<file path="src/rtl/per_channel_mean_rms_accumulator_defines.svh">
// Assertion macros used by the accumulator controller.
`ifndef PER_CHANNEL_MEAN_RMS_ACCUMULATOR_DEFINES_SVH
`define PER_CHANNEL_MEAN_RMS_ACCUMULATOR_DEFINES_SVH
`ifndef NO_ASSERTIONS
`define PCMA_ASSERT_SAME(lbl, ante, cons, msg) \
  lbl: assert property (@(posedge clk) disable iff (!rst_n) (ante) |-> (cons)) else $error(msg);
`define PCMA_ASSERT_NEXT(lbl, ante, cons, msg) \
  lbl: assert property (@(posedge clk) disable iff (!rst_n) (ante) |=> (cons)) else $error(msg);
`else
`define PCMA_ASSERT_SAME(lbl, ante, cons, msg)
`define PCMA_ASSERT_NEXT(lbl, ante, cons, msg)
`endif
`endif

</file>
<file path="src/rtl/pcma_pkg.sv">
// Types and constants shared by the accumulator modules.
`default_nettype none
package pcma_pkg;
  localparam int CNT_W     = 32;
  localparam int OUT_W     = 16;
  localparam int MEAN_FRAC = 6;
  localparam int MSQ_FRAC  = 12;
  localparam int MSQ_W     = 32;
  localparam int IN_SMP_W  = 10;
  localparam int BOARD_W   = 5;
  localparam int CHAN_W    = 8;

  typedef enum logic [2:0] {
    ST_CLEAR, ST_IDLE, ST_RD, ST_DEC, ST_DIVM, ST_DIVQ, ST_SQRT, ST_OUT
  } state_t;

  typedef struct packed {
    logic clr_we;
    logic rd_en;
    logic latch_ent;
    logic acc_we;
    logic div_start;
    logic div_sel;
    logic sqrt_start;
    logic out_load;
  } cmd_t;

  typedef struct packed {
    logic clr_last;
    logic is_read;
    logic stat_zero;
    logic div_done;
    logic sqrt_done;
    logic out_busy;
  } sts_t;
endpackage
`default_nettype wire

</file>
<file path="src/rtl/pcma_ctrl.sv">
// Controller state machine sequencing clear, accumulate and read items.
`default_nettype none
`include "per_channel_mean_rms_accumulator_defines.svh"
module pcma_ctrl
  import pcma_pkg::*;
(
  input  wire logic clk,
  input  wire logic rst_n,
  input  wire logic in_tvalid,
  output logic      in_tready,
  input  wire sts_t sts,
  output cmd_t      cmd
);
  state_t state_r, state_nxt;

  always_ff @(posedge clk) begin
    if (!rst_n) begin
      state_r <= ST_CLEAR;
    end else begin
      state_r <= state_nxt;
    end
  end

  always_comb begin
    state_nxt = state_r;
    cmd = '0;
    in_tready = 1'b0;
    case (state_r)
      ST_CLEAR: begin
        cmd.clr_we = 1'b1;
        if (sts.clr_last) begin
          state_nxt = ST_IDLE;
        end
      end
      ST_IDLE: begin
        in_tready = 1'b1;
        if (in_tvalid) begin
          cmd.rd_en = 1'b1;
          state_nxt = ST_RD;
        end
      end
      ST_RD: begin
        cmd.latch_ent = 1'b1;
        state_nxt = ST_DEC;
      end
      ST_DEC: begin
        if (!sts.is_read) begin
          cmd.acc_we = 1'b1;
          state_nxt = ST_IDLE;
        end else if (sts.stat_zero) begin
          state_nxt = ST_OUT;
        end else begin
          cmd.div_start = 1'b1;
          state_nxt = ST_DIVM;
        end
      end
      ST_DIVM: begin
        if (sts.div_done) begin
          cmd.div_start = 1'b1;
          cmd.div_sel = 1'b1;
          state_nxt = ST_DIVQ;
        end
      end
      ST_DIVQ: begin
        if (sts.div_done) begin
          cmd.sqrt_start = 1'b1;
          state_nxt = ST_SQRT;
        end
      end
      ST_SQRT: begin
        if (sts.sqrt_done) begin
          state_nxt = ST_OUT;
        end
      end
      ST_OUT: begin
        if (!sts.out_busy) begin
          cmd.out_load = 1'b1;
          state_nxt = ST_IDLE;
        end
      end
      default: begin
        state_nxt = ST_IDLE;
      end
    endcase
  end

  `PCMA_ASSERT_NEXT(a_accept_leaves_idle, in_tvalid && in_tready, state_r == ST_RD, "accepted item did not start a lookup")
  `PCMA_ASSERT_SAME(a_write_only_accum, cmd.acc_we, !sts.is_read, "store written for a read item")
  `PCMA_ASSERT_SAME(a_no_div_in_clear, state_r == ST_CLEAR, !cmd.div_start && !in_tready, "work started during clear")
endmodule
`default_nettype wire

</file>
<file path="config.mk">
export PLATFORM = sky130hd
export DESIGN_NAME = pcma_ctrl
export DESIGN_NICKNAME = d
export VERILOG_FILES = /design/src/rtl/pcma_pkg.sv /design/src/rtl/pcma_ctrl.sv
export VERILOG_INCLUDE_DIRS = /design/src /design/src/rtl
export SDC_FILE = /design/constraint.sdc
export NUM_CORES = 1
export LEC_CHECK = 0
export BUFFER_PORTS_ARGS = -buffer_cell sky130_fd_sc_hd__buf_2
export CAP_MARGIN = 20
export CORE_AREA = 2 2 39 41
export CTS_CLUSTER_SIZE = 10
export DETAILED_ROUTE_END_ITERATION = 8
export DIE_AREA = 0 0 41 43
export GPL_TIMING_DRIVEN = 0
export SETUP_SLACK_MARGIN = 0.5
export SYNTH_ARGS = -nofsm -noshare
export SYNTH_HDL_FRONTEND = slang
export SYNTH_SLANG_ARGS = --single-unit
</file>
<file path="constraint.sdc">
create_clock -name clk -period 2.5 [get_ports clk]
set_input_delay 0.25 -clock clk [delete_from_list [all_inputs] [get_ports clk]]
set_output_delay 0.25 -clock clk [all_outputs]
set_load 0.01 [all_outputs]
</file>
## Word level (Yosys, flattened, before mapping)

Index checks and enable logic that the tools add are counted.

| word-level totals | value |
|---|---|
| bits in registers | 3 |
| bits of input ports | 9 |
| output and inout bits | 9 |
| logic and storage cells | 41 |

| operators by class | value |
|---|---|
| equality and inequality tests | 13 |
| muxes and demuxes | 25 |
| reduce and logical (&&, ||, !) cells | 2 |

Operator list:

| cell | number |
|---|---|
| $pmux 3 s8 | 1 |
| $mux 3 | 7 |
| $mux 1 | 14 |
| $eq 3x3->1 const B | 4 |
| $ne 2x2->1 const B | 6 |
| $eq 3x2->1 const B | 2 |
| $reduce_and 6->1 | 1 |
| $mux 2 | 2 |
| $eq 3x1->1 const B | 1 |
| $logic_not 3->1 | 1 |
| $pmux 1 s2 | 1 |

## Logic depth before layout (Yosys ltp)

| depth | value |
|---|---|
| word-level depth | 3 |
| gate-level depth with buffers | 4 |
| mapped depth without buffers | 3 |

## Least setup slack after synthesis

No wires, ideal clock.

| path | value |
|---|---|
| kind | register to output |
| from | register state_r[0] |
| to | output port cmd[6] (netlist bit) |
| data arrival time | 1,048 ps |
| data required time | 2,250 ps |
| slack | 1,202 ps |
| stages on the path, launching flop included | 4 |
| buffers on the path | 1 |
| path through | dfxtp_1 > buf_2 > nor3b_1 > and2_1 |

RTL lines:

| element | RTL line | source |
|---|---|---|
| from (decl) | pcma_ctrl.sv:14 | `state_t state_r, state_nxt;` |
| from (signal assigned) | pcma_ctrl.sv:20 | `state_r <= state_nxt;` |
| to (decl) | pcma_ctrl.sv:12 | `output cmd_t cmd` |

==> metrics <==
Netlist Area Pre-Place=roughly 270 um^2; largest net degree at the start of global routing=11; kind of critical path=reg2out; Detail Placement HPWL=529 um; Distinct cells, synth=23; first-pass GRT wire length=approximately 1.1 mm; Clock Skews=0.00259 ns; Final TNS setup=0 ns; Core Region=1380 um^2; die area=1760 um^2; total number of vias=319; GR Overflow Total=0; worst path buffer plus inverter count=2; final wirelength=about 730 um; die width=41 um; H-tree level count=1; RSZ-0062 raised after global routing=false; gr usage total=9.53%; Max Clk Rate=about 630 MHz; Yosys top cell area share=between 20% and 30%; top flop regs=state_r: 3 flops; PortBufs=17; Routed Antenna Nets=0; Int Pwr=0.137 mW; Max Cap Viol=0; status=completed; Worst Tran Pin Value=0.398 ns; Worst EP arrival=roughly 1.3 ns; critical path depth=4; PD cells=about 480 nW/um^2; share of layout cells above drive strength 1=46.3%; FF-to-FF Start=state_r[0]; syn avg cell area=between 8 and 9 um^2; worst setup path startpoint=state_r[0]; largest buffer count on any clock path=2; Synth Instances=33; vias per cell=4.56; hold depth=2; Reg2Reg Depth=4; Final min period=1.58 ns; CTS root buf=clkbuf_4; DR DRC count=0; clk_lat worst skew=0.23 ns; CP max FO=10; family with the most delay on the worst path=buffers and inverters; vias in the first global route=285; number of fill cells=roughly 160; Hold Startpoint=rst_n; Final Wtd Congestion=0.709; Peak VDD IR=~0.00026 V; CTS tree=done; Synth area leader=dfxtp_1; DRT iter0 DRCs=1; Post-Layout Cell Count=70; ys async rst share=0%; Most flops, register=state_r; final count of negative-setup-slack endpoints=0; post-cts hold buffer count=0; synth warn=0; CTS Sinks=3; Inst Count DP=66; Slowest-stage cell, CP=dfxtp_1; max incr delay on CP=0.30 ns; # nets final=between 60 and 70; Critical Path RT=2.25 ns; Switch Pwr=between 0.05 and 0.06 mW; worst-path cell chain=buf_2 -> nand2_1 -> o32ai_1 -> buf_2; Clock Power Share=43.1%; CTS Buf Count=3; Synth area leaders=dfxtp_1 22%, nor3b_1 8.2%, a221oi_1 6.4%; most frequent CP cell=buf_2; Hold Violations, Final=0; row count=14; Startpoint Class=flop; part of the Yosys area used for sequential elements=21.9%; Combinational Power Share=29.0%; Max-slew headroom=between 70% and 80%; wire per inst=10.4 um; initial antenna violation count=0; fin crit share=63.2%; Synth-to-Final Area Change=47.9%; Switching Share=28.8%; PostCTS Resize Cnt=0; ys flop type=dfxtp_1; drt first pass iters=2; Slew Viols, Final=0; syn nets=42; worst hold-check path type=in2reg; Post-CTS Setup Repair Bufs=0; EDFF count, synth=0; LEAKAGE=0.185 nW; max reg flops=3; Die Y=43 um; flops & latches, synth=3; CP Capture Type=output pin; num ports=18; sequential power share=between 20% and 30%; Clock Pin Slew Worst Setup and Hold Paths=0.04 ns; Post-synth top cells=3 x dfxtp_1, 3 x nor3b_1; Starting Density=19.8%; Inserted Diodes=0
layout by cell type (no fill, tap or decap), drive strengths merged, types with 2 or more instances in the layout:
cell,n
a21oi,2
nor3,2
clkbuf,5
dfxtp,3
nor3b,4
buf,19
nor2,2
nand2b,2
a221oi,2
nand2,2
metal layers:
| layer | GRT usage [%] | wire length [um] |
|---|---|---|
| met5 | 0 | 0 |
| met4 | 6.00 | 0 |
| met3 | 3.14 | 50 |
| met2 | 13.1 | 332 |
| met1 | 12.2 | 343 |
area by class of cell:
cell class | instances | area, um^2 | area share (%)
sequential | 3 | 60.1 | 14.8
buffer | 3 | 23.8 | 5.86
clock buffer | 4 | 26.3 | 6.48
tap | 16 | 20.0 | 4.94
timing repair buffer | 17 | 85.1 | 21.0
multi-input combinational | 27 | 190 | 46.9
power by group through the flow:
stage                     logic, mW  registers, mW  clock network [mW]
after floorplan              0.0353         0.0539                   0
final                        0.0561         0.0537              0.0832
after CTS                    0.0564         0.0538              0.0877
after global placement       0.0550         0.0542                   0
after global routing         0.0618         0.0543              0.0922
after detailed placement     0.0554         0.0542                   0
path summary, 6_finish.rpt:
check / slack [ns] / to
max reg2reg: 1.35 / state_r[1]
min: 0.30 / state_r[1]
max: 0.92 / cmd[3]
min reg2reg: 0.63 / state_r[2]
cell families (layout without fill, tap and decap cells):
family                 count (synthesis)  in the layout  synth area share [%]
muxes                                  1              1                  4.11
DFF                                    3              3                  21.9
AOI/OAI and AO/OA                     10             10                  28.3
buffers and inverters                  3             24                  8.67
and+or+nand+nor                       16             16                  37.0
metrics by stage:
step	total power [mW]	area (um^2)	worst slack, ns	util (%)	hold WS, ns
after floorplan	0.0892	274	1.20	-	0.389
after global placement	0.109	379	1.20	27.4	0.530
after detailed placement	0.110	379	1.21	27.4	0.529
after CTS	0.198	405	0.930	29.3	0.293
after global routing	0.208	405	0.842	29.3	0.312
final	0.193	405	0.921	29.3	0.301
Power figures use the tool's default switching activity.
